### config.mk
export PLATFORM = sky130hd
export DESIGN_NAME = cpuq_level_map
export DESIGN_NICKNAME = d
export VERILOG_FILES = /design/src/rtl/cpuq_pkg.sv /design/src/rtl/cpuq_level_map.sv
export SDC_FILE = /design/constraint.sdc
export NUM_CORES = 1
export LEC_CHECK = 0
export BUFFER_PORTS_ARGS = -buffer_cell sky130_fd_sc_hd__buf_4
export CORE_ASPECT_RATIO = 1.2
export CORE_MARGIN = 2
export CORE_UTILIZATION = 46
export DETAILED_ROUTE_END_ITERATION = 8
export PLACE_DENSITY = 0.86
export SETUP_SLACK_MARGIN = 0.02
export SYNTH_ARGS = -nofsm -noshare
export SYNTH_HDL_FRONTEND = slang
export SYNTH_SLANG_ARGS = --single-unit
### constraint.sdc
create_clock -name vclk -period 1.8
set_clock_uncertainty 0.2 [all_clocks]
set_input_delay 0.09 -clock vclk [all_inputs]
set_output_delay 0.09 -clock vclk [all_outputs]
set_load 0.05 [all_outputs]
### src/rtl/cpuq_pkg.sv
`default_nettype none
// ----------------------------------------------------------------------------
// cpuq_pkg: shared definitions of the coalescing priority update queue
// Widths, codes, the occupancy row layout and the structs passed between
// the control block and the occupancy store.
// ----------------------------------------------------------------------------
package cpuq_pkg;

    // Field widths.
    localparam int ID_W   = 10;
    localparam int KIND_W = 3;
    localparam int DIST_W = 24;
    localparam int LVL_W  = 3;
    localparam int MODE_W = 2;

    // Queue geometry.
    localparam int MAX_UNITS  = 1024;
    localparam int NUM_LEVELS = 6;
    localparam int WORD_W     = 32;
    localparam int NUM_ROWS   = MAX_UNITS / WORD_W;
    localparam int ROW_AW     = $clog2(NUM_ROWS);
    localparam int BIT_AW     = $clog2(WORD_W);
    localparam int KIND_AW    = $clog2(MAX_UNITS);

    // Configuration port.
    localparam int PADDR_W = 3;
    localparam int PDATA_W = 32;
    localparam logic REG_MAX_RADIUS = 1'b0;

    // Command codes.
    typedef enum logic [MODE_W-1:0] {
        MODE_PUSH  = 2'd0,
        MODE_POP   = 2'd1,
        MODE_CLEAR = 2'd2,
        MODE_NOP   = 2'd3
    } mode_t;

    // Update kinds.
    localparam logic [KIND_W-1:0] KIND_DELETE     = 3'd0;
    localparam logic [KIND_W-1:0] KIND_CREATE     = 3'd1;
    localparam logic [KIND_W-1:0] KIND_PARTY      = 3'd2;
    localparam logic [KIND_W-1:0] KIND_VISIBILITY = 3'd3;
    localparam logic [KIND_W-1:0] KIND_PROPERTIES = 3'd4;
    localparam logic [KIND_W-1:0] KIND_POSITION   = 3'd5;

    // Level codes.
    localparam logic [LVL_W-1:0] LVL_NEAR_PROPS = 3'd2;
    localparam logic [LVL_W-1:0] LVL_FAR        = 3'd3;
    localparam logic [LVL_W-1:0] LVL_MID        = 3'd4;
    localparam logic [LVL_W-1:0] LVL_SMALL      = 3'd5;
    localparam logic [LVL_W-1:0] LVL_TOP        = 3'd0;
    localparam logic [LVL_W-1:0] LVL_VIS        = 3'd1;
    localparam logic [LVL_W-1:0] LVL_NONE       = 3'd7;

    // One occupancy row: one bit per id of the row, for each level.
    typedef logic [NUM_LEVELS-1:0][WORD_W-1:0] row_t;

    // Pop candidate chosen from the per-row level flags.
    typedef struct packed {
        logic              any;
        logic [LVL_W-1:0]  level;
        logic [ROW_AW-1:0] row;
    } pop_sel_t;

    // Write-back of one command into the store.
    typedef struct packed {
        logic               row_we;
        logic [ROW_AW-1:0]  row;
        row_t               data;
        logic               kind_we;
        logic [KIND_AW-1:0] kind_id;
        logic [KIND_W-1:0]  kind;
    } store_wr_t;

endpackage : cpuq_pkg
`default_nettype wire

### src/rtl/cpuq_level_map.sv
`default_nettype none
// ----------------------------------------------------------------------------
// cpuq_level_map: update kind and distance to priority level
// Delete, create and party change map to level 0, visibility to 1.
// Position maps by distance against the radius; properties falls back to
// level 2 when the distance test picks nothing.
// ----------------------------------------------------------------------------
module cpuq_level_map
    import cpuq_pkg::*;
(
    input  wire logic [KIND_W-1:0] kind,
    input  wire logic [DIST_W-1:0] distance,
    input  wire logic [DIST_W-1:0] max_radius,
    output logic      [LVL_W-1:0]  level
);

    logic [DIST_W:0]  dist_ext;
    logic [DIST_W:0]  dist_x2;
    logic [DIST_W:0]  radius_ext;
    logic [DIST_W:0]  radius_x2;
    logic [LVL_W-1:0] dist_level;

    // Exact comparisons one bit wider than the operands.
    assign dist_ext   = {1'b0, distance};
    assign dist_x2    = {distance, 1'b0};
    assign radius_ext = {1'b0, max_radius};
    assign radius_x2  = {max_radius, 1'b0};

    // Distance test shared by position and properties.
    always_comb
    begin
        priority if (dist_ext > radius_x2)
            dist_level = LVL_FAR;
        else if (dist_x2 > radius_ext)
            dist_level = LVL_MID;
        else if (distance != '0)
            dist_level = LVL_SMALL;
        else
            dist_level = LVL_NONE;
    end

    // Kind selects the level or the distance test.
    always_comb
    begin
        unique case (kind)
            KIND_DELETE, KIND_CREATE, KIND_PARTY: level = LVL_TOP;
            KIND_VISIBILITY: level = LVL_VIS;
            KIND_PROPERTIES:
                level = (dist_level == LVL_NONE) ? LVL_NEAR_PROPS : dist_level;
            KIND_POSITION: level = dist_level;
            default: level = LVL_NONE;
        endcase
    end

endmodule : cpuq_level_map
`default_nettype wire

==> impl_metrics.yaml, run 1 <==
placed_design:
  routabilityCongestion: 0.889
  io_buffer_count: 54
  dpl.hpwl_um: 3940
yosys:
  syn_nets: 262
  synthDistinctLibCells: 30
  synthesis.area_um2: 1260
  avgSynthCellArea_um2: 7.62
  yosys_warnings: 0
  syn_inst: 165
  synth_seq_area_share_pct: 0
floorplan:
  die_w_um: 51.7
  initial_utilization_pct: 48.8
  die_h_um: 61.3
  core.rowCount: 20
  num_io_pins: 54
timing:
  endpoint_type: "top-level output"
  grt-worst-endpoint: "level[1]"
run_status:
  stop_stage: "global routing (5_1_grt)"
  status: "aborted with a tool error"
  firstError: "[ERROR DPL-0038] Utilization greater than 100%, impossible to legalize"
cts:
  postCtsHoldBufs: 0
global_routing:
  grt_max_degree: 5
metrics by stage:
step           setup slack [ps]  instance area (µm²)  cells
2_1_floorplan              -242                 1420    165
3_3_place_gp               -436                 2100    283
3_5_place_dp               -504                 2100    283
4_1_cts                    -365                 2490    286
Yosys cell counts (all sizes together):
| library cell | instances | share of area [%] |
|---|---|---|
| a21boi | 1 | 0.60 |
| ha | 46 | 46 |
| or3 | 1 | 0.50 |
| o311a | 2 | 1.6 |
| a31oi | 1 | 0.50 |
| a21oi | 22 | 8.8 |
| o22ai | 1 | 0.50 |
| and3 | 1 | 0.60 |
| inv | 26 | 7.8 |
| o211ai | 1 | 0.60 |
| nand3 | 3 | 1.2 |
| nand2b | 2 | 0.99 |
| a211oi | 4 | 3.2 |
| o32ai | 1 | 0.70 |
| nor2 | 4 | 1.2 |
| nand4 | 10 | 5.5 |
| a21o | 4 | 2.4 |
| a22oi | 1 | 0.60 |
| o21ai | 8 | 3.2 |
| o221ai | 1 | 0.70 |
| nand2 | 11 | 3.3 |
| nand4b | 2 | 2.6 |
| nor4 | 8 | 5.7 |
| nor3 | 3 | 1.2 |
| nor2b | 1 | 0.50 |
kinds of logic after synthesis:
family                     Yosys count  share of synthesized area (%)
and+or+nand+nor                     46                           23.2
AOI/OAI and AO/OA                   47                           23.3
adders and majority gates           46                           45.8
buffers and inverters               26                           7.76
timing repair:
action                     in CTS
setup buffers                   3
setup endpoints to repair       3
gates resized for setup        62
pin swaps                      24
cloned                          0
==> run 2: changes to the inputs <==
--- a/config.mk
+++ b/config.mk
@@ -6,12 +6,10 @@
 export NUM_CORES = 1
 export LEC_CHECK = 0
 export BUFFER_PORTS_ARGS = -buffer_cell sky130_fd_sc_hd__buf_4
-export CORE_ASPECT_RATIO = 1.2
 export CORE_MARGIN = 2
-export CORE_UTILIZATION = 46
+export CORE_UTILIZATION = 31
 export DETAILED_ROUTE_END_ITERATION = 8
-export PLACE_DENSITY = 0.86
-export SETUP_SLACK_MARGIN = 0.02
+export PLACE_DENSITY_LB_ADDON = 0.15
 export SYNTH_ARGS = -nofsm -noshare
 export SYNTH_HDL_FRONTEND = slang
 export SYNTH_SLANG_ARGS = --single-unit
==> constraint.sdc (replaced) <==
create_clock -name vclk -period 2.3
set_clock_uncertainty 0.2 [all_clocks]
set_input_delay 0.115 -clock vclk [all_inputs]
set_output_delay 0.115 -clock vclk [all_outputs]
set_load 0.05 [all_outputs]
==> impl_metrics.yaml, run 2 <==
detailed_routing:
  final_antenna_net_count: 0
  num_vias: 1434
  wirelength_um: 3520
  vias_per_cell: 5.00
  wire_per_inst_um: 12.3
  first_pass_iters: 4
  drc: 0
  drtIter0Drc: 29
cells_and_area:
  nClkBuffers: 0
  layout-drive-gt1-share_pct: 38.4
  regArea_um2: 0
  nNetsFinal: 336
  final_common_cell: "buf_4"
  design.seq.count: 0
  final_area_um2: 1990
  final_cell_mix: "buf_4, ha_1, inv_1"
  diodes: 0
  area_growth_pct: 58.2
  final_core_util_pct: 50.5
worst_setup_path:
  critical_path_class: "in2out"
  cp_cell_sequence: "buf_4 > buf_4 > nor4_1 > nand4_1 > or3_1 > o311a_1 > buf_6"
  start_kind: "input pin"
  critPathSlowestCell: "or3_1"
  cp.arrival_ps: 1930
  crit_path_max_fanout: 2
  slowest_delay_ps: 420
  worstPathRequired_ps: 1990
  crit_top_cell: "buf_4"
  end_kind: "output pin"
placed_design:
  placed_cell_area_um2: 1870
  routabilityCongestion: 0.794
  dp_slack_ps: -42.1
  dpl.hpwl_um: 3280
  io_buffer_count: 54
floorplan:
  initial_utilization_pct: 31.9
  num_io_pins: 54
  core-area_um2: 3940
  die_h_um: 67.7
  die_w_um: 67.7
  core.rowCount: 23
  dieArea_um2: 4580
timing:
  tns_ps: 0
  hold_viol: 0
  min_period_ps: 2240
  setup_viol: 0
  setup_slack_ps: 59.6
  relSlewSlack_pct: 74.8
  post-route-period-util_pct: 97.4
  report.final.slew_viol_count: 0
  grt_setup_unrepaired: "true"
  tightest_slew_ps: 375
  fmax_ghz: 0.446
hold_path:
  hold_path.class: "in2out"
cts:
  post_cts_buffers: 0
  postCtsHoldBufs: 0
run:
  cap_violations: 0
yosys:
  synthesis.area_um2: 1260
  synthTopCellsByArea: "ha_1, a21oi_1, inv_1"
  synthDistinctLibCells: 30
  syn_nets: 262
  ys_top_cells_by_count: "ha_1, inv_1, a21oi_1"
  yosysMostFrequentCell: "ha_1"
  syn_inst: 165
  yosys_warnings: 0
  synth.top_cell.area_share_pct: 45.8
  avgSynthCellArea_um2: 7.62
  synth_top_cell_by_area: "ha_1"
  synth_seq_area_share_pct: 0
run_status:
  status: "finished, final reports clean"
global_routing:
  grt_max_degree: 5
  grt_use_total_pct: 15.1
  grt_antenna_before_repair: 0
  grt_pass1_vias: 1279
  grt_pass1_wl_um: 5470
  overflow: 0
power_and_ir_drop:
  p_leak_nw: 1.04
  powerDensity_nw_per_um2: 178
  ir_worst_vdd_uv: 65.9
-- run 2: cell counts after synthesis --
No cell type changed its count.
-- run 2: power breakdown --
part	total (mW)	leakage [nW]	internal [mW]	switching [mW]
Clock	0	0	0	0
Sequential	0	0	0	0
Combinational	0.354	1.04	0.180	0.174
-- run 2: final timing paths --
kind | start | end | slack [ps] | cells after the start
hold / removal | kind[2] | level[2] | 440 | 3
setup / recovery | distance[12] | level[2] | 60 | 7
-- run 2: worst max-delay path, delay by kind of cell --
family | cells | cell delay, ps
buffers and inverters | 3 | 400
AND/OR/NAND/NOR | 3 | 1030
AO/OA/AOI/OAI | 1 | 370
-- run 2: cell families after synthesis --
family,count (synthesis),share of synthesized area (%)
AOI/OAI and AO/OA,47,23.3
adders and majority gates,46,45.8
buffers and inverters,26,7.76
and+or+nand+nor,46,23.2
-- run 2: layer usage --
layer	global-route usage [%]	vias up	wire length [µm]	share of wire (%)
li1	-	775	-	-
met1	20.8	630	1690	48
met2	27.7	29	1670	47
met3	0.167	0	167	4.7
met4	0	0	0	0
met5	0	-	0	0
-- run 2: through the flow --
stage / power (mW) / hold slack, ps / instances
after floorplan: 0.173 / 274 / 165
after detailed placement: 0.328 / 454 / 287
after global routing: 0.396 / 447 / 287
after global placement: 0.325 / 456 / 287
final: 0.354 / 436 / 287
after CTS: 0.334 / 432 / 287
-- run 2: final cells by class --
type,instances,area [µm²]
tap,50,62.6
multi-input combinational,139,1280
timing repair buffer,72,548
fill,400,1950
inverter,26,97.6
-- run 2: repair_timing --
action                     4_1_cts  5_1_grt
resized for setup                5       11
gates cloned                     0        0
pin swaps                        2        4
setup endpoints to repair        3        3
Note: power is estimated with default switching activity, not from simulation.
==> run 3: changes to the inputs <==
--- a/config.mk
+++ b/config.mk
@@ -6,10 +6,10 @@
 export NUM_CORES = 1
 export LEC_CHECK = 0
 export BUFFER_PORTS_ARGS = -buffer_cell sky130_fd_sc_hd__buf_4
-export CORE_MARGIN = 2
+export CORE_MARGIN = 10
 export CORE_UTILIZATION = 31
 export DETAILED_ROUTE_END_ITERATION = 8
-export PLACE_DENSITY_LB_ADDON = 0.15
+export PLACE_DENSITY = 0.6
 export SYNTH_ARGS = -nofsm -noshare
 export SYNTH_HDL_FRONTEND = slang
 export SYNTH_SLANG_ARGS = --single-unit
==> impl_metrics.yaml, run 3 (synthesis gave the netlist of run 2 again) <==
floorplan:
  die_w_um: 83.7
  dieArea_um2: 7000
  num_io_pins: 54
  initial_utilization_pct: 31.7
  core-area_um2: 3970
  core.rowCount: 23
  die_h_um: 83.7
timing:
  post-route-period-util_pct: 98.1
  tns_ps: 0
  hold_viol: 0
  setup_slack_ps: 43.5
  relSlewSlack_pct: 74.7
  setup_viol: 0
  report.final.slew_viol_count: 0
  tightest_slew_ps: 376
  grt_setup_unrepaired: "true"
  whs_ps: 425
  min_period_ps: 2260
  fmax_ghz: 0.443
cells_and_area:
  final_area_um2: 2090
  nClkBuffers: 0
  regArea_um2: 0
  nNetsFinal: 333
  final_cell_mix: "buf_4, ha_1, a21oi_1"
  layout-drive-gt1-share_pct: 43.6
  design.seq.count: 0
  stdcell_count: 284
  area_growth_pct: 66.1
  final_common_cell: "buf_4"
  diodes: 0
  final_core_util_pct: 52.6
global_routing:
  grt_antenna_before_repair: 0
  top_usage_layer: "met2"
  grt_use_total_pct: 10.5
  met3_usage_pct: 1.66
  overflow: 0
  grt_pass1_vias: 1567
  grt_max_degree: 5
  grtUsageMet2_pct: 19.3
  met1_usage_pct: 13.0
  grt_pass1_wl_um: 6620
power_and_ir_drop:
  p_int_mw: 0.195
  combPwrFrac_pct: 100.0
  p_sw_share_pct: 49.1
  pwr-share-clk_pct: 0
  p_sw_mw: 0.188
  pwr-share-seq_pct: 0
  ir_worst_vdd_uv: 61.5
  p_leak_nw: 1.03
  p_total_mw: 0.383
  powerDensity_nw_per_um2: 183
worst_setup_path:
  critical_path_class: "in2out"
  critPathLaunch: "max_radius[3]"
  cp.arrival_ps: 1940
  crit_path_max_fanout: 3
  start_kind: "input pin"
  worstPathRequired_ps: 1990
  end_kind: "output pin"
placed_design:
  dpl.hpwl_um: 3630
  routabilityCongestion: 0.760
  placedCellCount: 283
  placed_cell_area_um2: 1840
  io_buffer_count: 54
  dp_slack_ps: -30.0
detailed_routing:
  wire_per_inst_um: 14.5
  drtIter0Drc: 40
  wirelength_um: 4120
  first_pass_iters: 4
  num_vias: 1459
  final_antenna_net_count: 0
  vias_per_cell: 5.14
  drc: 0
hold_path:
  worstHoldStart: "kind[2]"
  hold_path.class: "in2out"
  min_to: "level[2]"
  min_path_cells: 3
run:
  cap_violations: 0
run_status:
  status: "finished, final reports clean"
## run 3: changes by cell type in the layout (fill, tap and decap cells not counted), sizes merged
cell,delta
buf,-3
## run 3: worst max-delay path: stages
cell and delay (ps):
buf_4 110, inv_1 110, ha_4 220, nand4_1 90
nor2_1 60, o311a_1 330, a211oi_2 220, a31oi_2 140
o311a_1 380, buf_6 160
## run 3: worst max path at each step
stage	endpoint	slack, ps	cells after the start
floorplan	level[0]	-80	8
global placement	level[2]	-20	9
detailed placement	level[2]	-30	9
CTS	level[2]	30	9
global route	level[2]	-50	10
finish	level[2]	40	10
## run 3: final cells by class
| cell class | count | area (µm²) |
|---|---|---|
| Inverter | 26 | 105 |
| Multi-Input combinational cell | 139 | 1370 |
| Fill cell | 386 | 1880 |
| Tap cell | 50 | 62.6 |
| Timing Repair Buffer | 69 | 552 |
## run 3: routing by layer
layer	wire, µm	vias up
li1	-	768
met1	1890	655
met2	2030	34
met3	204	2
met4	4	0
met5	0	-
## run 3: repair_timing
action,4_1_cts,5_1_grt
pin swaps,3,21
setup endpoints to repair,3,3
resized for setup,5,37
buffers inserted,1,0
hold buffers,0,0
## run 3: power by group through the flow
| stage | Sequential (mW) | Combinational, mW | Clock [mW] |
|---|---|---|---|
| detailed placement | 0 | 0.323 | 0 |
| global placement | 0 | 0.319 | 0 |
| global route | 0 | 0.429 | 0 |
| finish | 0 | 0.383 | 0 |
| floorplan | 0 | 0.173 | 0 |
| CTS | 0 | 0.332 | 0 |
==> run 4: changes to the inputs <==
--- a/config.mk
+++ b/config.mk
@@ -9,7 +9,8 @@
 export CORE_MARGIN = 10
 export CORE_UTILIZATION = 31
 export DETAILED_ROUTE_END_ITERATION = 8
-export PLACE_DENSITY = 0.6
+export MAX_ROUTING_LAYER = met4
+export PLACE_DENSITY = 0.62
 export SYNTH_ARGS = -nofsm -noshare
 export SYNTH_HDL_FRONTEND = slang
 export SYNTH_SLANG_ARGS = --single-unit
==> constraint.sdc (replaced) <==
create_clock -name vclk -period 2
set_clock_uncertainty 0.2 [all_clocks]
set_input_delay 0.1 -clock vclk [all_inputs]
set_output_delay 0.1 -clock vclk [all_outputs]
set_load 0.05 [all_outputs]
==> impl_metrics.yaml, run 4 (synthesis gave the netlist of run 2 again) <==
floorplan:
  initial_utilization_pct: 31.7
  dieArea_um2: 7000
  die_w_um: 83.7
  core.rowCount: 23
  die_h_um: 83.7
  num_io_pins: 54
  core-area_um2: 3970
cells_and_area:
  area_growth_pct: 104
  diodes: 0
  design.seq.count: 0
  nClkBuffers: 0
  final_area_um2: 2570
  regArea_um2: 0
  layout-drive-gt1-share_pct: 58.4
  final_common_cell: "buf_4"
  final_cell_mix: "buf_4, ha_1, a21oi_1, ha_4"
  nNetsFinal: 366
  final_core_util_pct: 64.6
worst_setup_path:
  end_kind: "output pin"
  start_kind: "input pin"
  crit_path_max_fanout: 3
  cp.arrival_ps: 1940
  worstPathRequired_ps: 1700
  critPathLaunch: "distance[17]"
  critical_path_class: "in2out"
  critPathCapture: "level[1]"
power_and_ir_drop:
  p_sw_mw: 0.251
  p_sw_share_pct: 46.1
  pwr-share-seq_pct: 0
  p_int_mw: 0.293
  combPwrFrac_pct: 100.0
  ir_worst_vdd_uv: 152
  p_total_mw: 0.544
  p_leak_nw: 1.21
  powerDensity_nw_per_um2: 212
  pwr-share-clk_pct: 0
cts:
  postCtsHoldBufs: 0
placed_design:
  routabilityCongestion: 0.795
  dpl.hpwl_um: 3840
  io_buffer_count: 54
  placed_cell_area_um2: 2130
global_routing:
  grt_max_degree: 5
  grt_use_total_pct: 12.8
  grt_pass1_vias: 1798
  grt_pass1_wl_um: 7930
  grt_antenna_before_repair: 0
  overflow: 0
detailed_routing:
  drc: 0
  first_pass_iters: 5
  wirelength_um: 4790
  wire_per_inst_um: 15.1
  final_antenna_net_count: 0
  drtIter0Drc: 43
  vias_per_cell: 5.05
  num_vias: 1602
timing:
  report.final.slew_viol_count: 0
  tns_ps: -636
  post-route-period-util_pct: 112
  setup_viol: 3
  setup_slack_ps: -239
  grt_setup_unrepaired: "true"
  min_period_ps: 2240
  relSlewSlack_pct: 74.8
  tightest_slew_ps: 377
  fmax_ghz: 0.447
  hold_viol: 0
run_status:
  violations: "setup timing"
  status: "complete, but fails checks"
hold_path:
  hold_path.class: "in2out"
run:
  cap_violations: 0
-- run 4: metrics by stage --
step	hold WS (ps)	setup slack, ps	cells
floorplan	156	-67.9	165
CTS	392	-205	316
global placement	421	-281	313
finish	404	-239	317
detailed placement	421	-321	313
global route	415	-310	317
-- run 4: layer usage --
layer,part of all wire (%),GRT usage [%],vias to the layer above
li1,-,-,839
met1,47,16.5,716
met2,48,22.2,43
met3,4.2,1.27,4
met4,0.56,0.304,0
met5,0,-,-
-- run 4: power groups by stage --
stage          registers [mW]  logic [mW]  clock network, mW
2_1_floorplan               0       0.212                  0
3_3_place_gp                0       0.422                  0
3_5_place_dp                0       0.429                  0
4_1_cts                     0       0.511                  0
5_1_grt                     0       0.601                  0
6_report                    0       0.544                  0
-- run 4: layout make-up --
cell class | count | area (µm²)
multi-input combinational | 139 | 1550
fill | 343 | 1410
timing repair buffer | 102 | 841
inverter | 26 | 113
tap | 50 | 62.6
-- run 4: worst max-delay path, cell delays in order --
cell,delay (ps)
buf_6,100
buf_6,110
ha_4,250
nand4_1,220
nor4_4,400
nand2_2,110
a211oi_4,330
o32ai_4,140
buf_6,170
-- run 4: worst min path at each step --
stage               end     from  depth (start not counted)  slack [ps]
4_1_cts        level[2]  kind[2]                          3         390
3_5_place_dp   level[2]  kind[2]                          3         420
2_1_floorplan  level[2]  kind[2]                          1         160
6_report       level[2]  kind[2]                          3         400
5_1_grt        level[2]  kind[2]                          3         420
3_3_place_gp   level[2]  kind[2]                          3         420
-- run 4: timing repair --
| item | in CTS | in global routing |
|---|---|---|
| endpoints found under the setup margin | 3 | 3 |
| resized for setup | 56 | 16 |
| setup buffers | 4 | 1 |
| cloned | 0 | 0 |
| pin swaps | 15 | 9 |
